[config.mk]
export PLATFORM = sky130hd
export DESIGN_NAME = bar_level_keyframe_animator_unit
export DESIGN_NICKNAME = d
export VERILOG_FILES = /design/src/hdl/blka_pkg.sv /design/src/hdl/blka_div.sv /design/src/hdl/blka_ctrl.sv /design/src/hdl/blka_dpath.sv /design/src/hdl/bar_level_keyframe_animator_unit.sv
export VERILOG_INCLUDE_DIRS = /design/src /design/src/hdl
export SDC_FILE = /design/constraint.sdc
export NUM_CORES = 1
export LEC_CHECK = 0
export BUFFER_PORTS_ARGS = -buffer_cell sky130_fd_sc_hd__buf_2
export CAP_MARGIN = 10
export CORE_ASPECT_RATIO = 1.25
export CORE_UTILIZATION = 29
export DETAILED_ROUTE_END_ITERATION = 12
export HOLD_SLACK_MARGIN = 0.05
export PLACE_DENSITY = 0.47
export SLEW_MARGIN = 20
export SYNTH_ARGS = -nofsm -noshare
export SYNTH_HDL_FRONTEND = slang
export SYNTH_SLANG_ARGS = --single-unit
[constraint.sdc]
create_clock -name i_clk -period 4.55 [get_ports i_clk]
set_input_delay 1.365 -clock i_clk [delete_from_list [all_inputs] [get_ports i_clk]]
set_output_delay 1.365 -clock i_clk [all_outputs]
set_load 0.005 [all_outputs]
[src/hdl/bar_level_keyframe_animator_unit_defines.svh]
// Assertion macros shared by the keyframe animator modules.
`ifndef BAR_LEVEL_KEYFRAME_ANIMATOR_UNIT_DEFINES_SVH
`define BAR_LEVEL_KEYFRAME_ANIMATOR_UNIT_DEFINES_SVH

// Same-cycle implication, checked outside reset.
`define BLKA_ASSERT_IMP(lbl, clk, rst_n, ante, cons) \
    lbl: assert property (@(posedge clk) disable iff (!rst_n) (ante) |-> (cons)) \
        else $error("blka: same-cycle check failed");

// Next-cycle implication, checked outside reset.
`define BLKA_ASSERT_NXT(lbl, clk, rst_n, ante, cons) \
    lbl: assert property (@(posedge clk) disable iff (!rst_n) (ante) |=> (cons)) \
        else $error("blka: next-cycle check failed");

`endif

[src/hdl/blka_pkg.sv]
// Types, constants and helper functions of the bar-level keyframe animator.
package blka_pkg;

    localparam int BARS_W = 10;
    localparam int IDX_W  = 4;
    localparam int DUR_W  = 16;
    localparam int LIT_W  = 4;
    localparam int POS_W  = 5;
    localparam int SEQ_W  = 5;
    localparam int STEP_W = 4;

    typedef enum logic [1:0] {
        REQ_TICK  = 2'd0,
        REQ_WRITE = 2'd1,
        REQ_START = 2'd2,
        REQ_STOP  = 2'd3
    } t_blka_req;

    typedef struct packed {
        t_blka_req          req_type;
        logic [IDX_W-1:0]   frame_index;
        logic [BARS_W-1:0]  frame_bars;
        logic [DUR_W-1:0]   frame_duration_ms;
    } t_blka_in;

    typedef struct packed {
        logic [BARS_W-1:0]  bar_mask;
        logic [LIT_W-1:0]   bars_lit;
        logic               playing;
        logic [POS_W-1:0]   frame_position;
    } t_blka_out;

    typedef enum logic [3:0] {
        S_IDLE,
        S_TICK,
        S_RD_PREV,
        S_RD_CUR,
        S_DIV,
        S_ST_RD,
        S_ST_LD,
        S_DONE
    } t_blka_state;

    typedef enum logic [1:0] {
        RSEL_ZERO,
        RSEL_PREV,
        RSEL_CUR
    } t_blka_rsel;

    typedef struct packed {
        logic       wr_frame;
        logic       stop;
        logic       tick_exec;
        logic       start_ld;
        logic       cap_prev;
        logic       plan;
        logic       div_ld;
        logic       out_ld;
        t_blka_rsel rd_sel;
    } t_blka_cmd;

    typedef struct packed {
        logic need_enter;
        logic div_done;
    } t_blka_sts;

    function automatic logic [STEP_W-1:0] f_popcount(input logic [BARS_W-1:0] v);
        logic [STEP_W-1:0] n;
        n = '0;
        for (int k = 0; k < BARS_W; k++) begin
            n = n + STEP_W'(v[k]);
        end
        return n;
    endfunction

endpackage

[src/hdl/blka_div.sv]
// Restoring divider, one quotient bit per cycle, for the step interval.
module blka_div
    import blka_pkg::*;
(
    input  logic              i_clk,
    input  logic              i_rst_n,
    input  logic              i_start,
    input  logic [DUR_W-1:0]  i_dividend,
    input  logic [STEP_W-1:0] i_divisor,
    output logic              o_done,
    output logic [DUR_W-1:0]  o_quotient
);

    localparam int CNT_W = $clog2(DUR_W);

    logic              r_busy;
    logic              r_done;
    logic [CNT_W-1:0]  r_cnt;
    logic [STEP_W-1:0] r_rem;
    logic [STEP_W-1:0] r_dvs;
    logic [DUR_W-1:0]  r_quo;

    logic [STEP_W:0]   rem_sh;
    logic              fits;

    assign rem_sh = {r_rem, r_quo[DUR_W-1]};
    assign fits   = (rem_sh >= {1'b0, r_dvs});

    always_ff @(posedge i_clk) begin
        if (!i_rst_n) begin
            r_busy <= 1'b0;
            r_done <= 1'b0;
            r_cnt  <= '0;
        end else begin
            r_done <= 1'b0;
            if (i_start) begin
                r_busy <= 1'b1;
                r_cnt  <= '0;
            end else if (r_busy) begin
                r_cnt <= r_cnt + CNT_W'(1);
                if (r_cnt == CNT_W'(DUR_W - 1)) begin
                    r_busy <= 1'b0;
                    r_done <= 1'b1;
                end
            end
        end
    end

    // The dividend shifts out of the quotient register as quotient bits shift in.
    always_ff @(posedge i_clk) begin
        if (i_start) begin
            r_quo <= i_dividend;
            r_dvs <= i_divisor;
            r_rem <= '0;
        end else if (r_busy) begin
            r_quo <= {r_quo[DUR_W-2:0], fits};
            if (fits) begin
                r_rem <= STEP_W'(rem_sh - {1'b0, r_dvs});
            end else begin
                r_rem <= rem_sh[STEP_W-1:0];
            end
        end
    end

    assign o_done     = r_done;
    assign o_quotient = r_quo;

endmodule

[src/hdl/blka_ctrl.sv]
// Sequencer of the keyframe animator: request handshake, result register valid.
module blka_ctrl
    import blka_pkg::*;
(
    input  logic      i_clk,
    input  logic      i_rst_n,
    input  logic      i_in_valid,
    input  t_blka_req i_req_type,
    input  logic      i_out_stall,
    input  t_blka_sts i_sts,
    output t_blka_cmd o_cmd,
    output logic      o_in_stall,
    output logic      o_out_valid
);

`include "bar_level_keyframe_animator_unit_defines.svh"

    t_blka_state r_state;
    t_blka_state n_state;
    logic        r_out_valid;
    logic        n_out_valid;
    logic        in_accept;
    logic        out_free;

    assign in_accept = i_in_valid && (r_state == S_IDLE);
    assign out_free  = !r_out_valid || !i_out_stall;

    always_comb begin
        n_state = r_state;
        unique case (r_state)
            S_IDLE: begin
                if (in_accept) begin
                    unique case (i_req_type)
                        REQ_TICK:  n_state = S_TICK;
                        REQ_START: n_state = S_ST_RD;
                        REQ_WRITE: n_state = S_DONE;
                        REQ_STOP:  n_state = S_DONE;
                        default:   n_state = S_DONE;
                    endcase
                end
            end
            S_TICK:    n_state = i_sts.need_enter ? S_RD_PREV : S_DONE;
            S_RD_PREV: n_state = S_RD_CUR;
            S_RD_CUR:  n_state = S_DIV;
            S_DIV:     n_state = i_sts.div_done ? S_DONE : S_DIV;
            S_ST_RD:   n_state = S_ST_LD;
            S_ST_LD:   n_state = S_DONE;
            S_DONE:    n_state = out_free ? S_IDLE : S_DONE;
            default:   n_state = S_IDLE;
        endcase
    end

    always_comb begin
        o_cmd        = '0;
        o_cmd.rd_sel = RSEL_ZERO;
        unique case (r_state)
            S_IDLE: begin
                o_cmd.wr_frame = in_accept && (i_req_type == REQ_WRITE);
                o_cmd.stop     = in_accept && (i_req_type == REQ_STOP);
            end
            S_TICK: begin
                o_cmd.tick_exec = 1'b1;
                o_cmd.rd_sel    = RSEL_PREV;
            end
            S_RD_PREV: begin
                o_cmd.cap_prev = 1'b1;
                o_cmd.rd_sel   = RSEL_CUR;
            end
            S_RD_CUR: o_cmd.plan     = 1'b1;
            S_DIV:    o_cmd.div_ld   = i_sts.div_done;
            S_ST_RD:  o_cmd.rd_sel   = RSEL_ZERO;
            S_ST_LD:  o_cmd.start_ld = 1'b1;
            S_DONE:   o_cmd.out_ld   = out_free;
            default:  o_cmd.rd_sel   = RSEL_ZERO;
        endcase
    end

    always_comb begin
        n_out_valid = r_out_valid;
        if (o_cmd.out_ld) begin
            n_out_valid = 1'b1;
        end else if (!i_out_stall) begin
            n_out_valid = 1'b0;
        end
    end

    always_ff @(posedge i_clk) begin
        if (!i_rst_n) begin
            r_state     <= S_IDLE;
            r_out_valid <= 1'b0;
        end else begin
            r_state     <= n_state;
            r_out_valid <= n_out_valid;
        end
    end

    assign o_in_stall  = (r_state != S_IDLE);
    assign o_out_valid = r_out_valid;

    `BLKA_ASSERT_NXT(a_busy_after_accept, i_clk, i_rst_n, in_accept, o_in_stall)
    `BLKA_ASSERT_IMP(a_no_result_overwrite, i_clk, i_rst_n, o_cmd.out_ld, !r_out_valid || !i_out_stall)
    `BLKA_ASSERT_IMP(a_div_done_in_wait, i_clk, i_rst_n, i_sts.div_done, r_state == S_DIV)

endmodule

[src/hdl/blka_dpath.sv]
// Datapath of the keyframe animator: keyframe memory, playback state, result register.
module blka_dpath
    import blka_pkg::*;
#(
    parameter int NUM_BARS   = 10,
    parameter int MAX_FRAMES = 16
) (
    input  logic             i_clk,
    input  logic             i_rst_n,
    input  t_blka_in         i_in,
    input  logic             i_cfg_we,
    input  logic [SEQ_W-1:0] i_cfg_wdata,
    input  t_blka_cmd        i_cmd,
    output t_blka_sts        o_sts,
    output t_blka_out        o_out
);

`include "bar_level_keyframe_animator_unit_defines.svh"

    localparam int LW       = $clog2(NUM_BARS + 1);
    localparam int IW       = (NUM_BARS > 1) ? $clog2(NUM_BARS) : 1;
    localparam int FW       = $clog2(MAX_FRAMES + 1);
    localparam int AW       = $clog2(MAX_FRAMES);
    localparam int MEM_W    = BARS_W + DUR_W;
    localparam int PAT_BITS = (NUM_BARS < BARS_W) ? NUM_BARS : BARS_W;
    localparam logic [BARS_W-1:0] PAT_MASK = BARS_W'((64'(1) << PAT_BITS) - 64'(1));

    // Keyframe memory: pattern in the upper bits, duration below.
    logic [MEM_W-1:0]    r_mem [MAX_FRAMES];
    logic [MEM_W-1:0]    r_rd;

    logic [SEQ_W-1:0]    r_seq;
    logic [NUM_BARS-1:0] r_disp,     n_disp;
    logic [LW-1:0]       r_lit,      n_lit;
    logic [FW-1:0]       r_cur,      n_cur;
    logic                r_entered,  n_entered;
    logic [STEP_W-1:0]   r_steps,    n_steps;
    logic                r_ramp,     n_ramp;
    logic [DUR_W-1:0]    r_interval, n_interval;
    logic [DUR_W-1:0]    r_elapsed,  n_elapsed;
    logic                r_running,  n_running;
    logic [STEP_W-1:0]   r_prev_n;
    t_blka_out           r_out;

    logic [AW+IDX_W-1:0]        wr_ext;
    logic [AW-1:0]              wr_addr;
    logic                       wr_ok;
    logic [AW-1:0]              rd_addr;
    logic [FW-1:0]              cur_dec;
    logic [FW-1:0]              cur_inc;
    logic [FW-1:0]              eff_len;
    logic [BARS_W-1:0]          rd_pat;
    logic [DUR_W-1:0]           rd_dur;
    logic [STEP_W-1:0]          rd_pop;
    logic [NUM_BARS+BARS_W-1:0] pat_ext;
    logic [LW+STEP_W-1:0]       pop_ext;
    logic [DUR_W-1:0]           elapsed_inc;
    logic [LW-1:0]              lit_dec;
    logic [STEP_W-1:0]          steps_dec;
    logic                       plan_up;
    logic [STEP_W-1:0]          plan_steps;
    logic [STEP_W-1:0]          plan_div;
    logic                       div_done;
    logic [DUR_W-1:0]           div_quo;
    logic [NUM_BARS+BARS_W-1:0] disp_ext;
    logic [LW+LIT_W-1:0]        lit_ext;
    logic [FW+POS_W-1:0]        cur_ext;

    assign wr_ext  = {AW'(0), i_in.frame_index};
    assign wr_addr = wr_ext[AW-1:0];
    assign wr_ok   = (32'(i_in.frame_index) < MAX_FRAMES);
    assign cur_dec = (r_cur == '0) ? '0 : r_cur - FW'(1);
    assign cur_inc = r_cur + FW'(1);

    always_comb begin
        unique case (i_cmd.rd_sel)
            RSEL_PREV: rd_addr = cur_dec[AW-1:0];
            RSEL_CUR:  rd_addr = r_cur[AW-1:0];
            default:   rd_addr = '0;
        endcase
    end

    always_ff @(posedge i_clk) begin
        if (i_cmd.wr_frame && wr_ok) begin
            r_mem[wr_addr] <= {i_in.frame_bars & PAT_MASK, i_in.frame_duration_ms};
        end
    end

    always_ff @(posedge i_clk) begin
        r_rd <= r_mem[rd_addr];
    end

    assign rd_pat  = r_rd[MEM_W-1:DUR_W];
    assign rd_dur  = r_rd[DUR_W-1:0];
    assign rd_pop  = f_popcount(rd_pat);
    assign pat_ext = {NUM_BARS'(0), rd_pat};
    assign pop_ext = {LW'(0), rd_pop};

    // A length of zero plays one keyframe; a length past the table plays the table.
    always_comb begin
        if (r_seq == '0) begin
            eff_len = FW'(1);
        end else if (32'(r_seq) > MAX_FRAMES) begin
            eff_len = FW'(MAX_FRAMES);
        end else begin
            eff_len = FW'(r_seq);
        end
    end

    assign elapsed_inc = (r_elapsed == '1) ? r_elapsed : r_elapsed + DUR_W'(1);
    assign lit_dec     = r_lit - LW'(1);
    assign steps_dec   = (r_steps != '0) ? r_steps - STEP_W'(1) : '0;

    assign plan_up    = (rd_pop >= r_prev_n);
    assign plan_steps = plan_up ? rd_pop - r_prev_n : r_prev_n - rd_pop;
    assign plan_div   = (plan_steps > STEP_W'(1)) ? plan_steps : STEP_W'(1);

    blka_div u_div (
        .i_clk      (i_clk),
        .i_rst_n    (i_rst_n),
        .i_start    (i_cmd.plan),
        .i_dividend (rd_dur),
        .i_divisor  (plan_div),
        .o_done     (div_done),
        .o_quotient (div_quo)
    );

    always_comb begin
        n_disp     = r_disp;
        n_lit      = r_lit;
        n_cur      = r_cur;
        n_entered  = r_entered;
        n_steps    = r_steps;
        n_ramp     = r_ramp;
        n_interval = r_interval;
        n_elapsed  = r_elapsed;
        n_running  = r_running;

        if (i_cmd.stop) begin
            n_running = 1'b0;
        end

        if (i_cmd.start_ld) begin
            n_cur      = '0;
            n_entered  = 1'b1;
            n_steps    = '0;
            n_ramp     = 1'b0;
            n_interval = '0;
            n_elapsed  = '0;
            n_disp     = pat_ext[NUM_BARS-1:0];
            n_lit      = pop_ext[LW-1:0];
            n_running  = 1'b1;
        end

        if (i_cmd.tick_exec && r_running) begin
            if (r_cur >= eff_len) begin
                // The length was lowered under a running animation.
                n_running = 1'b0;
            end else begin
                n_elapsed = elapsed_inc;
                if (r_entered && (elapsed_inc >= r_interval)) begin
                    if (r_steps != '0) begin
                        if (r_ramp) begin
                            if (r_lit < LW'(NUM_BARS)) begin
                                n_disp[r_lit[IW-1:0]] = 1'b1;
                                n_lit = r_lit + LW'(1);
                            end
                        end else if (r_lit != '0) begin
                            n_disp[lit_dec[IW-1:0]] = 1'b0;
                            n_lit = lit_dec;
                        end
                        n_steps = steps_dec;
                    end
                    n_elapsed = '0;
                    if (steps_dec == '0) begin
                        n_cur     = cur_inc;
                        n_entered = 1'b0;
                        if (cur_inc >= eff_len) begin
                            n_running = 1'b0;
                        end
                    end
                end
            end
        end

        if (i_cmd.plan) begin
            n_ramp  = plan_up;
            n_steps = plan_steps;
        end

        if (i_cmd.div_ld) begin
            n_interval = div_quo;
            n_entered  = 1'b1;
        end
    end

    always_ff @(posedge i_clk) begin
        if (!i_rst_n) begin
            r_seq      <= SEQ_W'(1);
            r_disp     <= '0;
            r_lit      <= '0;
            r_cur      <= '0;
            r_entered  <= 1'b1;
            r_steps    <= '0;
            r_ramp     <= 1'b0;
            r_interval <= '0;
            r_elapsed  <= '0;
            r_running  <= 1'b0;
        end else begin
            if (i_cfg_we) begin
                r_seq <= i_cfg_wdata;
            end
            r_disp     <= n_disp;
            r_lit      <= n_lit;
            r_cur      <= n_cur;
            r_entered  <= n_entered;
            r_steps    <= n_steps;
            r_ramp     <= n_ramp;
            r_interval <= n_interval;
            r_elapsed  <= n_elapsed;
            r_running  <= n_running;
        end
    end

    always_ff @(posedge i_clk) begin
        if (i_cmd.cap_prev) begin
            r_prev_n <= rd_pop;
        end
    end

    assign disp_ext = {BARS_W'(0), r_disp};
    assign lit_ext  = {LIT_W'(0), r_lit};
    assign cur_ext  = {POS_W'(0), r_cur};

    always_ff @(posedge i_clk) begin
        if (i_cmd.out_ld) begin
            r_out.bar_mask       <= disp_ext[BARS_W-1:0];
            r_out.bars_lit       <= lit_ext[LIT_W-1:0];
            r_out.playing        <= r_running;
            r_out.frame_position <= cur_ext[POS_W-1:0];
        end
    end

    assign o_sts.need_enter = r_running && (r_cur < eff_len) && !r_entered;
    assign o_sts.div_done   = div_done;
    assign o_out            = r_out;

    `BLKA_ASSERT_IMP(a_lit_bound, i_clk, i_rst_n, 1'b1, r_lit <= LW'(NUM_BARS))
    `BLKA_ASSERT_NXT(a_start_loads, i_clk, i_rst_n, i_cmd.start_ld, r_running && (r_cur == '0) && r_entered)
    `BLKA_ASSERT_NXT(a_idle_tick, i_clk, i_rst_n, i_cmd.tick_exec && !r_running, $stable(r_cur) && $stable(r_disp) && !r_running)

endmodule

[src/hdl/bar_level_keyframe_animator_unit.sv]
// Top level of the bar-level keyframe animator.
//
// Requests enter on i_in (i_in_valid, o_in_stall): a one-millisecond tick, a keyframe
// write, start or stop. Every request yields exactly one result on o_out
// (o_out_valid, i_out_stall): the display pattern, lit-bar count, playing flag and
// current keyframe position after that request.
// The keyframe count is written through i_cfg_we / i_cfg_wdata; the user is to
// write it only while the block is idle, which the block itself does not enforce.
// Requests are handled one at a time. A write or stop goes straight to its result;
// a start first reads keyframe zero, and a plain tick updates the playback state. The tick
// that enters a new keyframe reads the previous and current entries from the keyframe
// memory and runs a bit-serial divider that yields sixteen quotient bits for the step interval.
// A finished result waits in an output register, so the next request is taken while
// the receiver stalls; a second result waits in the block until the register frees.
// Synchronous reset stops playback, clears the display and sets the length to one.
// The keyframe memory is not cleared: entries are to be written before playback.
module bar_level_keyframe_animator_unit
    import blka_pkg::*;
#(
    parameter int NUM_BARS   = 10,
    parameter int MAX_FRAMES = 16
) (
    input  logic             i_clk,
    input  logic             i_rst_n,
    input  logic             i_in_valid,
    output logic             o_in_stall,
    input  t_blka_in         i_in,
    output logic             o_out_valid,
    input  logic             i_out_stall,
    output t_blka_out        o_out,
    input  logic             i_cfg_we,
    input  logic [SEQ_W-1:0] i_cfg_wdata
);

    t_blka_cmd cmd;
    t_blka_sts sts;

    blka_ctrl u_ctrl (
        .i_clk       (i_clk),
        .i_rst_n     (i_rst_n),
        .i_in_valid  (i_in_valid),
        .i_req_type  (i_in.req_type),
        .i_out_stall (i_out_stall),
        .i_sts       (sts),
        .o_cmd       (cmd),
        .o_in_stall  (o_in_stall),
        .o_out_valid (o_out_valid)
    );

    blka_dpath #(
        .NUM_BARS   (NUM_BARS),
        .MAX_FRAMES (MAX_FRAMES)
    ) u_dpath (
        .i_clk       (i_clk),
        .i_rst_n     (i_rst_n),
        .i_in        (i_in),
        .i_cfg_we    (i_cfg_we),
        .i_cfg_wdata (i_cfg_wdata),
        .i_cmd       (cmd),
        .o_sts       (sts),
        .o_out       (o_out)
    );

endmodule
== Word level (Yosys, flattened, before mapping) ==
Memory sizes are Yosys's and may differ from the RTL's. A register that Yosys moved wholly into a read port is not among the register bits.
Index checks and enable logic that the tools add are counted.
Widths: inputs -> output; s select.
Word-level totals
  memory bits (writable): 416
  logic and storage cells: 188
  register bits: 122
  output and inout bits: 22
  memories kept: 1
  input bits: 42
Operators by class
  add/subtract/negate cells: 19
  multiplexer cells: 83
  eq/ne operators: 16
  reduce and logical (&&, ||, !) cells: 28
  bitwise logic cells: 5
  magnitude comparators: 13
Memory list
  u_dpath.r_mem: depth 16, width 26, read ports 1, clocked after memory_dff 1, wr ports 1, line blka_dpath.sv:29  | logic [MEM_W-1:0] r_mem [MAX_FRAMES];
Operators by type and width (count)
  $mux 16: 9
  $mux 10: 8
  $mux 4: 19
  $mux 5: 7
  $add 4x1->4: 8
  $pmux 4 s8: 1
  $mux 1: 30
  $add 16x1->16 const B: 1
  $eq 16x16->1 const B: 1
  $eq 4x3->1 const B: 4
  $ge 16x16->1: 1
  $pmux 4 s3: 1
  $reduce_bool 4->1: 3
  $sub 4x1->4 const B: 3
  $sub 4x4->4: 3
  $and 10x10->10: 1
  $ge 5x5->1: 2
  $logic_not 5->1: 2
  $lt 4x5->1 const B: 2
  $not 10->10: 1
  $or 10x10->10: 1
  $logic_and 1x1->1: 9
  $add 4x1->4 const B: 2
  $demux 1 s4: 2
  27 further kinds: 43

== Depth between registers and ports, before layout ==
Gate-level depths: netlist of run 1.
  depth after elaboration: 16
  gate-level depth with buffers: 18
  depth with buffers taken out: 18

== Modules after synthesis ==
Synthesis of run 1 repeated with hierarchy kept, for this count alone.
Unflattened totals
  cells, all modules: 1735
  area total of the unflattened synthesis: 23695.2 um^2
Modules (own cells, without submodules)
  blka_dpath: cells an instance 1588, area each 21994.8 um^2, instances 1, sequential area each 14994.4 um^2
  blka_div: cells an instance 102, area each 1377.6 um^2, instances 1, sequential area each 800.8 um^2
  blka_ctrl: cells an instance 45, area each 322.8 um^2, instances 1, sequential area each 80.1 um^2

== Least setup slack after synthesis of run 1 ==
Ideal clock, no wire load.
  path type: reg-to-reg
  start: reg u_dpath.r_rd[16], read port of u_dpath.r_mem
  end: reg u_dpath.u_div.r_dvs[0], data pin
  arrival time: 4.482 ns
  cell stages (with the launch flop): 18
  clock period less this slack: 4.746 ns
  path slack: -0.196 ns
  path buffers: 0
  setup time: 0.263 ns
  required time: 4.287 ns
  cell sequence: dfxtp_1 -> ha_1 -> inv_1 -> fa_1 -> fa_1 -> fa_1 -> inv_1 -> fa_1 -> inv_1 -> fa_1 -> inv_1 -> ha_1 -> a211oi_1 -> nor2_1 -> nor2_1 -> mux2i_1 -> xor2_1 -> o31ai_1
On the way
  cells in the longest elaborated chain, start to end: 12
  elaborated cells on any way between the ends: 14
  classes of those cells: add/sub: 11; order compare: 2; mux: 1
Ends and longest elaborated chain
  start, declared: line blka_dpath.sv:30  | logic [MEM_W-1:0] r_rd;
  $add 1x1->2 (*): line blka_pkg.sv:71  | n = n + STEP_W'(v[k]);
  $add 4x1->4 (*) (8 in series): line blka_pkg.sv:71
  named net u_dpath.rd_pop[1]: line blka_dpath.sv:54  | logic [STEP_W-1:0] rd_pop;
  $sub 4x4->4 / $ge 4x4->1 (equally long branches): line blka_dpath.sv:115, blka_dpath.sv:114
  $mux 4 (*): line blka_dpath.sv:115  | assign plan_steps = plan_up ? rd_pop - r_prev_n : r_prev_n - rd_pop;
  $gt 4x1->1: line blka_dpath.sv:116  | assign plan_div = (plan_steps > STEP_W'(1)) ? plan_steps : STEP_W'(1);
  end signal, assigned: line blka_div.sv:53  | r_dvs <= i_divisor;
  end, declared: line blka_div.sv:20  | logic [STEP_W-1:0] r_dvs;
The timed path passes the listed nets; every way through them passes the cells marked *.
A chain may end at the register's enable or synchronous reset.

== Worst setup path in the final report of run 1 ==
Same ends and word-level chain as after synthesis.

==> results of run 1 <==
-- placed cells by master, fill, tap and decap left out, types with 5 or more instances in the layout --
cell type and n:
edfxtp_1 460, nand2_1 218, a21oi_1 128, mux2i_1 120, a221oi_1 108, dfxtp_1 101
nor2_1 71, buf_2 63, clkbuf_16 58, inv_1 56, buf_4 56, ha_1 54
or4_1 28, nand3_1 27, a21oi_2 21, o21ai_0 19, a22oi_1 17, nor3_1 14
nand4_1 13, xnor2_1 13, nand2b_1 13, nor2_4 12, a22o_1 12, buf_12 12
and3_1 10, xor2_1 10, clkinv_2 10, clkbuf_1 10, clkbuf_8 9, a31oi_1 8
bufinv_16 7, clkinv_1 7, a21o_1 6, a41oi_1 6, fa_1 6, inv_2 5
mux2_2 5, nand3b_1 5, or3_1 5, a211oi_1 5
-- layout make-up --
cell class	count	share of cell area, %
Antenna cell	3	0.0272
Clock buffer	77	5.84
Inverter	61	0.829
Tap cell	1062	4.81
Multi-Input combinational cell	1026	26.1
Sequential cell	563	57.5
Clock inverter	29	1.26
Timing Repair Buffer	133	3.62
-- power groups by stage --
| stage | Sequential (mW) | Clock [mW] | Combinational [mW] |
|---|---|---|---|
| detailed placement | 5.98 | 0 | 1.00 |
| finish | 5.86 | 4.90 | 1.05 |
| global placement | 5.97 | 0 | 0.982 |
| CTS | 5.87 | 5.03 | 1.03 |
| global route | 5.88 | 5.22 | 1.19 |
| floorplan | 5.91 | 0 | 0.692 |
-- worst max-delay path, delay by kind of cell, from the launching register on --
family                   cells  cell delay, ns
adder cells (fa/ha/maj)      7            2.77
flip-flops                   1            0.34
AND/OR/NAND/NOR              2            0.20
buffers and inverters        6            0.42
AO/OA/AOI/OAI                2            0.36
multiplexers                 1            0.31
-- synth_stat cells (all sizes together), types with 3 or more instances --
master	n
a21o	6
a31oi	8
and2	4
nor2b	7
buf	48
nand2b	14
xnor2	14
a211oi	6
o21a	4
o21ai	24
nand3	28
or4	28
or3	5
a22o	12
xor2	10
mux2	6
dfxtp	103
and3	10
ha	56
clkbuf	56
a22oi	18
a21oi	149
nor2	84
fa	9
nand2	219
o31ai	3
a221oi	108
edfxtp	460
nand3b	5
nor3	19
inv	61
and4	3
nand4	13
or2	3
mux2i	120
a41oi	6
-- flip-flops by register name (all words and copies together) (netlist names), 5 cells and up --
signal,cells
u_dpath.r_elapsed,16
u_dpath.r_rd,26
u_dpath.r_disp,10
u_dpath.r_interval,16
u_dpath.o_out,20
u_dpath.r_seq,5
u_dpath.r_mem,416
u_dpath.r_cur,5
u_dpath.u_div.o_quotient,16
-- kinds of logic (layout without fill, tap and decap cells) --
kind of cell               after synthesis  in the layout  synth area share (%)
AOI/OAI and AO/OA                      363            363                  10.8
xor gates and xnor gates                24             24                 0.891
adders and majority gates               65             65                  3.73
buffers and inverters                  165            300                  3.11
DFF                                    563            563                  67.3
muxes                                  126            126                  5.38
other                                    0              3                     0
and+or+nand+nor                        448            448                  8.79
-- final timing paths --
| check | from | endpoint | slack, ns | depth (start not counted) |
|---|---|---|---|---|
| setup / recovery | u_dpath.r_rd[16] | u_dpath.u_div.r_dvs[0] | -0.05 | 18 |
| setup reg to reg | u_dpath.r_rd[16] | u_dpath.u_div.r_dvs[0] | -0.05 | 18 |
| hold / removal | u_dpath.r_disp[9] | u_dpath.o_out[19] | 0.44 | 0 |
| hold reg to reg | u_dpath.r_disp[9] | u_dpath.o_out[19] | 0.44 | 0 |
-- stage by stage --
step,instance area [um^2],hold slack (ns),utilization (%)
after floorplan,23600,0.406,-
after global placement,25500,0.425,31.8
after detailed placement,25500,0.426,31.8
after CTS,27500,0.441,34.3
after global routing,27600,0.446,34.4
final,27600,0.437,34.4
-- repair_timing --
item / CTS / global route
pin swaps: 7 / 1
resized for setup: 1 / 17
setup endpoints to repair: 6 / 33
setup buffers: 3 / 4
-- per-layer routing --
metal,global-route usage (%),vias up
met1,18.4,7329
li1,-,6821
met5,0,-
met2,24.6,281
met3,2.51,79
met4,3.92,6
==> impl_metrics.toml, run 1 <==
[outcome]
status = "finished, violations left"
violations = "setup timing"

[job]
cap_viol_max_count = 0

[global_route]
grt_use_total_pct = 14.3
overflow = 0
grt_pass1_vias = 14800
grt_max_degree = 64
antenna_found_initial = 9
grt_pass1_wl_um = 90700

[routing]
totalWireLength_um = 59500
num_vias = 14500
wl_per_cell_um = 20.2
wl_met2_um = 29100
drt-met1-wl_um = 26500
dr.max_layer_used = "met5"
dr.pass1.iters = 7
dr.first_iter.drc_count = 1039
antenna_left = 0
viasPerCell = 4.91
wl_met3_um = 2700
drcViolationCount = 0

[clock_tree]
tritoncts = "done"
cts_buffers = 57
clockBufferDepth = 3
clock_sinks = 563
htreeDepth = 2
cts_root_buf = "clkbuf_16"
hold_buffers = 0
clk_pin_slew_ns = 0.06
clk_latency_ns = 0.64

[placed_design]
gp_congestion = 0.776
io_buffers = 63
preCtsSetupSlack_ns = -0.198
dpl.hpwl_um = 36300
placed_cells = 2839

[power]
power_leakage_nw = 9.36
swShare_pct = 23.4
total_power_mw = 11.8
clkPwrFrac_pct = 41.5
p_switching_mw = 2.77
power_density_mw_per_mm2 = 428
seqPwrFrac_pct = 49.6
power.internal_mw = 9.05
irDropWorstVdd_uv = 291
comb_power_share_pct = 8.9

[critical_path]
critPathKind = "reg2reg"
required_ns = 5.00
cp-start-kind = "flip-flop"
crit_path_end_kind = "flip-flop"
worstPathArrival_ns = 5.05
slowest_delay_ns = 0.57
cp_slowest_cell = "fa_2"
path_cells = "ha_4 -> inv_2 -> fa_1 -> fa_1 -> fa_1 -> inv_2 -> fa_2 -> inv_2 -> fa_2 -> inv_2 -> fa_2 -> a211oi_2 -> nor2_1 -> nor2_2 -> buf_4 -> buf_6 -> mux2_4 -> o31ai_1"
crit_top_cell = "inv_2"
critPathMaxFanout = 3

[synthesis]
yosysTopAreaCellShare_pct = 58.5
yosysUniqueCellTypes = 65
ys_warn_count = 0
syn_nets = 1861
async_reset_ff_share_pct = 0
synth_cells = 1754
synth_area_leader_cell = "edfxtp_1"
ys_ff_latch = 563
ys.flop_type = "edfxtp_1"
synth_edf_count = 460
ys_seq_area_share_pct = 67.3
synth_area_leaders = "edfxtp_1 59%, dfxtp_1 8.7%, mux2i_1 5.1%, a221oi_1 4.0%, nand2_1 3.5%"
netlist_area_mm2 = 0.0236
avgSynthCellArea_um2 = 13.5

[timing]
setup_viol = 2
timing.final.crit_share_pct = 101
clock_skew_ns = 0.0250
finalHoldViolations = 0
finalWorstSetupSlack_ns = -0.0491
maxSlewViolCount = 0
rsz0062_at_grt = "true"
tns_ns = -0.0901
worst_slew_pin_slew_ns = 1.04
fmax_mhz = 217
period_needed_ns = 4.60
slew_headroom_pct = 30.4

[hold_path]
worst_hold_path_type = "reg2reg"

[floorplanning]
start_util_pct = 29.4
pin_count = 64
die_w_um = 257
die-area_mm2 = 0.0825
core_mm2 = 0.0803
rows = 116
die_h_um = 321

[cells_and_area]
stdcell_count = 2954
num-nets-final = 1949
areaGrowthSynthToFinish_pct = 17.0
multi_input_area_mm2 = 0.00720
drive_gt1_share_pct = 15.7
nFillCells = 7784
seqCellArea_mm2 = 0.0159
No activity file was read; power rests on OpenSTA's default activity.
==> run 2, diff against run 1 <==
--- a/config.mk
+++ b/config.mk
@@ -6,11 +6,13 @@
 export SDC_FILE = /design/constraint.sdc
 export NUM_CORES = 1
 export LEC_CHECK = 0
+export ABC_AREA = 1
 export BUFFER_PORTS_ARGS = -buffer_cell sky130_fd_sc_hd__buf_2
 export CAP_MARGIN = 10
 export CORE_ASPECT_RATIO = 1.25
 export CORE_UTILIZATION = 29
 export DETAILED_ROUTE_END_ITERATION = 12
+export GPL_TIMING_DRIVEN = 0
 export HOLD_SLACK_MARGIN = 0.05
 export PLACE_DENSITY = 0.47
 export SLEW_MARGIN = 20
==> impl_metrics.toml, run 2 <==
[outcome]
status = "completed"

[clock_tree]
clk_pin_slew_ns = 0.07
hold_buffers = 0
cts_root_buf = "clkbuf_16"
clockBufferDepth = 3
tritoncts = "done"
clock_sinks = 563
htreeDepth = 2
clk_latency_ns = 0.64
cts_buffers = 57

[placed_design]
dpl.hpwl_um = 50200
placed_cells = 3370
io_buffers = 63
preCtsSetupSlack_ns = -0.489
gp_congestion = 0.866

[routing]
wl_per_cell_um = 20.3
dr.pass1.iters = 5
viasPerCell = 4.82
dr.first_iter.drc_count = 1110
totalWireLength_um = 70800
num_vias = 16800
antenna_left = 0
drcViolationCount = 0

[synthesis]
yosysTopAreaCellShare_pct = 56.3
synthXorXnorAreaFrac_pct = 0.821
synth_top_family_by_area = "simple AND/OR/NAND/NOR gates"
synth_edf_count = 460
avgSynthCellArea_um2 = 11.1
synth_cells = 2210
ys_seq_area_share_pct = 64.7
synth_compound_area_share_pct = 9.12
ys_warn_count = 0
syn_nets = 2317
synthMuxAreaShare_pct = 0.0816
synth_area_leaders = "edfxtp_1 56%, dfxtp_1 8.4%, nor2_1 4.9%, nand3_1 4.5%, o21ai_0 3.6%"
ys.flop_type = "edfxtp_1"
netlist_area_mm2 = 0.0245
async_reset_ff_share_pct = 0
synth.most_common_cell = "edfxtp_1"
yosysUniqueCellTypes = 49
synth_common_cells = "460 x edfxtp_1, 320 x nor2_1, 221 x nand3_1"
ys_ff_latch = 563
synth_simple_gate_area_share_pct = 16.5
synthAdderAreaFrac_pct = 3.59
synth_area_leader_cell = "edfxtp_1"

[timing]
slew_headroom_pct = 38.0
maxSlewViolCount = 0
setup_viol = 0
timing.final.crit_share_pct = 97.4
fmax_mhz = 226
worst_slew_pin_slew_ns = 0.930
finalHoldViolations = 0
period_needed_ns = 4.43
clock_skew_ns = 0.0374
finalWorstSetupSlack_ns = 0.119
rsz0062_at_grt = "true"

[global_route]
grt_pass1_wl_um = 107000
grt_max_degree = 19
antenna_found_initial = 2
overflow = 0
grt_pass1_vias = 17100
grt_use_total_pct = 16.6

[critical_path]
critPathKind = "reg2reg"
critPathMaxFanout = 4
required_ns = 4.92
worstPathArrival_ns = 4.80
reg2reg_setup_slack_ns = 0.12
cp-start-kind = "flip-flop"
crit_path_end_kind = "flip-flop"

[power]
power_leakage_nw = 10.2
irDropWorstVdd_uv = 259
power_density_mw_per_mm2 = 405

[cells_and_area]
regMostFlops = "u_dpath.r_mem"
areaGrowthSynthToFinish_pct = 16.8
final_cell_mix = "460 x edfxtp_1, 303 x nor2_1, 221 x nand3_1"
num-nets-final = 2465
diodes = 0
nFillCells = 8314
largest_reg_flops = 416
layout_commonest_cell = "edfxtp_1"
drive_gt1_share_pct = 15.6
stdcell_count = 3483

[floorplanning]
die_h_um = 327
die_w_um = 262
die-area_mm2 = 0.0858
pin_count = 64
start_util_pct = 29.5
core_mm2 = 0.0833
rows = 118

[hold_path]
worst_hold_path_type = "reg2reg"

[job]
cap_viol_max_count = 0
## run 2: kinds of logic (layout without fill, tap and decap cells)
group	after synthesis	in the layout
flip-flops	563	563
buffers and inverters	276	469
AO/OA/AOI/OAI	377	377
multiplexers	2	2
XOR/XNOR	23	23
adder cells (fa/ha/maj)	65	65
AND/OR/NAND/NOR	904	904
## run 2: area by class of cell
| class | instances | area (um^2) | area share [%] |
|---|---|---|---|
| Clock inverter | 27 | 206 | 0.721 |
| Buffer | 105 | 613 | 2.14 |
| Sequential cell | 563 | 15900 | 55.4 |
| Timing Repair Buffer | 90 | 812 | 2.84 |
| Tap cell | 1080 | 1350 | 4.72 |
| Inverter | 170 | 641 | 2.24 |
| Clock buffer | 77 | 1540 | 5.38 |
| Multi-Input combinational cell | 1371 | 7600 | 26.5 |
## run 2: path summary, 6_finish.rpt
| path | to | cells after the start | startpoint |
|---|---|---|---|
| hold / removal | u_dpath.o_out[17] | 0 | u_dpath.r_disp[7] |
| setup reg to reg | u_dpath.u_div.r_dvs[0] | 19 | u_dpath.r_rd[17] |
| hold reg to reg | u_dpath.o_out[17] | 0 | u_dpath.r_disp[7] |
| setup / recovery | u_dpath.u_div.r_dvs[0] | 19 | u_dpath.r_rd[17] |
## run 2: power breakdown
group / switching, mW / total (mW) / internal, mW
logic: 0.853 / 1.27 / 0.421
clock network: 2.01 / 4.50 / 2.49
registers: 0.0766 / 5.82 / 5.75
## run 2: per-stage QoR
step	total power, mW	hold WS, ns	cell area, um^2	TNS (ns)	util [%]
6_report	11.6	0.439	28600	0	34.4
5_1_grt	12.1	0.449	28600	-0.0527	34.4
4_1_cts	11.7	0.437	28600	0	34.3
3_5_place_dp	7.09	0.420	26700	-2.35	32.1
3_3_place_gp	7.05	0.428	26200	-376.32	31.5
2_1_floorplan	6.67	0.401	24500	0	-
## run 2: what timing repair did
item                                    CTS  global route
endpoints found under the setup margin    8             5
setup buffers                             6             4
resized for setup                        15            12
cloned                                    0             0
pin swaps                                 9            10
## run 2: worst max-delay path: stages (launching register included)
cell and delay [ns]:
dfxtp_2 0.35, ha_4 0.26, inv_2 0.03, fa_1 0.49, fa_1 0.44, fa_1 0.48, inv_1 0.08, fa_2 0.21
inv_2 0.04, fa_2 0.56, inv_2 0.07, fa_2 0.40, a221oi_2 0.26, nand2_2 0.12, inv_2 0.10, nand2_2 0.05
nand2_2 0.08, inv_2 0.05, nand2_2 0.05, o21ai_2 0.05
## run 2: layer usage
| layer | GRT usage, % | wire length (um) | share of wire [%] |
|---|---|---|---|
| met5 | 0 | 0 | 0 |
| met3 | 2.40 | 3380 | 4.8 |
| met1 | 20.3 | 29200 | 41 |
| met2 | 29.7 | 36300 | 51 |
| met4 | 5.20 | 1960 | 2.8 |
==> run 3, diff against run 2 <==
--- a/config.mk
+++ b/config.mk
@@ -14,7 +14,7 @@
 export DETAILED_ROUTE_END_ITERATION = 12
 export GPL_TIMING_DRIVEN = 0
 export HOLD_SLACK_MARGIN = 0.05
-export PLACE_DENSITY = 0.47
+export PLACE_DENSITY = 0.45
 export SLEW_MARGIN = 20
 export SYNTH_ARGS = -nofsm -noshare
 export SYNTH_HDL_FRONTEND = slang
==> constraint.sdc (replaced) <==
create_clock -name i_clk -period 4.59 [get_ports i_clk]
set_input_delay 1.377 -clock i_clk [delete_from_list [all_inputs] [get_ports i_clk]]
set_output_delay 1.377 -clock i_clk [all_outputs]
set_load 0.005 [all_outputs]
==> impl_metrics.toml, run 3 (synthesis results as in run 2) <==
[timing]
setup_viol = 0
clock_skew_ns = 0.0158
slew_headroom_pct = 29.8
timing.final.crit_share_pct = 96.9
tns_ns = 0
whs_ns = 0.431
finalHoldViolations = 0
period_needed_ns = 4.45
finalWorstSetupSlack_ns = 0.143
fmax_mhz = 225
worst_slew_pin_slew_ns = 1.05
maxSlewViolCount = 0

[critical_path]
critPathMaxFanout = 4
rr_startpoint = "u_dpath.r_rd[17]"
required_ns = 4.99
worstPathArrival_ns = 4.85
crit_path_end_kind = "flip-flop"
cp-start-kind = "flip-flop"
timing.rr.end = "u_dpath.u_div.r_dvs[3]"
reg2reg_setup_slack_ns = 0.14
critPathKind = "reg2reg"
worstRegToRegCells = 17

[floorplanning]
rows = 118
die-area_mm2 = 0.0858
die_h_um = 327
die_w_um = 262
start_util_pct = 29.5
pin_count = 64
core_mm2 = 0.0833

[routing]
antenna_left = 0
totalWireLength_um = 70300
wl_per_cell_um = 20.1
drcViolationCount = 0
dr.pass1.iters = 7
viasPerCell = 4.80
dr.first_iter.drc_count = 1172
num_vias = 16800

[global_route]
grt_busiest_layer = "met2"
grt_use_total_pct = 16.6
grtUsageMet3_pct = 2.55
grt_use_met2_pct = 29.8
antenna_found_initial = 2
use_met1_pct = 20.1
grt_pass1_vias = 17100
overflow = 0
grt_pass1_wl_um = 106000
grt_max_degree = 21

[hold_path]
hp-start = "u_dpath.r_disp[5]"
holdPathEnd = "u_dpath.o_out[15]"
worst_hold_path_type = "reg2reg"
holdPathStages = 0

[clock_tree]
htreeDepth = 2
clk_pin_slew_ns = 0.06
cts_root_buf = "clkbuf_16"
clock_sinks = 563
clockBufferDepth = 3
clk_latency_ns = 0.64
tritoncts = "done"
cts_buffers = 61

[power]
power_density_mw_per_mm2 = 412
irDropWorstVdd_uv = 306
total_power_mw = 11.9
power_leakage_nw = 10.4

[job]
cap_viol_max_count = 0

[cells_and_area]
fin_area_mm2 = 0.0289
final_cell_mix = "460 x edfxtp_1, 303 x nor2_1, 221 x nand3_1"
layout_commonest_cell = "edfxtp_1"
largest_reg_flops = 416
areaGrowthSynthToFinish_pct = 17.7
regMostFlops = "u_dpath.r_mem"
drive_gt1_share_pct = 16.1
num-nets-final = 2468
nFillCells = 8339

[placed_design]
gp_congestion = 0.859
dpl.hpwl_um = 50000
preCtsSetupSlack_ns = -0.356
io_buffers = 63
placed_area_mm2 = 0.0268

[outcome]
status = "completed"
run 3: layout make-up:
cell class	count	area (um^2)	share of cell area, %
Antenna cell	1	2.50	0.00867
Buffer	105	613	2.12
Clock buffer	73	1590	5.52
Clock inverter	40	385	1.33
Inverter	170	641	2.22
Multi-Input combinational cell	1371	7580	26.3
Sequential cell	563	15900	55.0
Tap cell	1080	1350	4.68
Timing Repair Buffer	89	827	2.86
run 3: worst max path at each step:
stage | start | to
final | u_dpath.r_rd[17] | u_dpath.u_div.r_dvs[3]
after global routing | u_dpath.r_rd[17] | u_dpath.u_div.r_dvs[0]
after CTS | u_dpath.r_rd[16] | u_dpath.u_div.r_dvs[0]
after detailed placement | u_dpath.r_rd[16] | u_dpath.u_div.r_dvs[0]
after global placement | i_in[30] | u_dpath.r_mem[1][3]
after floorplan | u_dpath.r_rd[16] | u_dpath.u_div.r_dvs[0]
run 3: where the power goes:
part	total [mW]	internal (mW)	switching [mW]
logic	1.23	0.405	0.826
clock network	4.89	2.81	2.08
registers	5.77	5.70	0.0721
total	11.9	8.91	2.98
run 3: metrics by stage:
stage          instances  utilization [%]
2_1_floorplan       2210                -
3_3_place_gp        3353             31.5
3_5_place_dp        3370             32.1
4_1_cts             3485             34.6
5_1_grt             3491             34.7
6_report            3492             34.7
run 3: per-layer routing:
metal / vias up / part of all wire, % / wire (um)
li1: 8056 / - / -
met1: 8199 / 41 / 29100
met2: 397 / 52 / 36400
met3: 114 / 4.4 / 3070
met4: 2 / 2.5 / 1780
met5: - / 0.018 / 13
run 3: worst max-delay path, stage by stage, from the launching register on:
cell      delay, ns
dfxtp_2        0.34
ha_4           0.26
inv_2          0.03
fa_1           0.47
fa_1           0.56
fa_1           0.42
inv_2          0.08
fa_2           0.21
inv_2          0.04
fa_2           0.55
inv_2          0.06
fa_2           0.41
a221oi_2       0.24
nand2_2        0.11
buf_4          0.15
nand2_1        0.07
nand2_2        0.07
buf_4          0.13
run 3: repair_timing:
| item | 4_1_cts | 5_1_grt |
|---|---|---|
| hold buffers | 0 | 0 |
| gates cloned | 0 | 0 |
| resized for setup | 6 | 18 |
| setup endpoints to repair | 8 | 6 |
| pin swaps | 4 | 11 |
| buffers inserted | 3 | 6 |
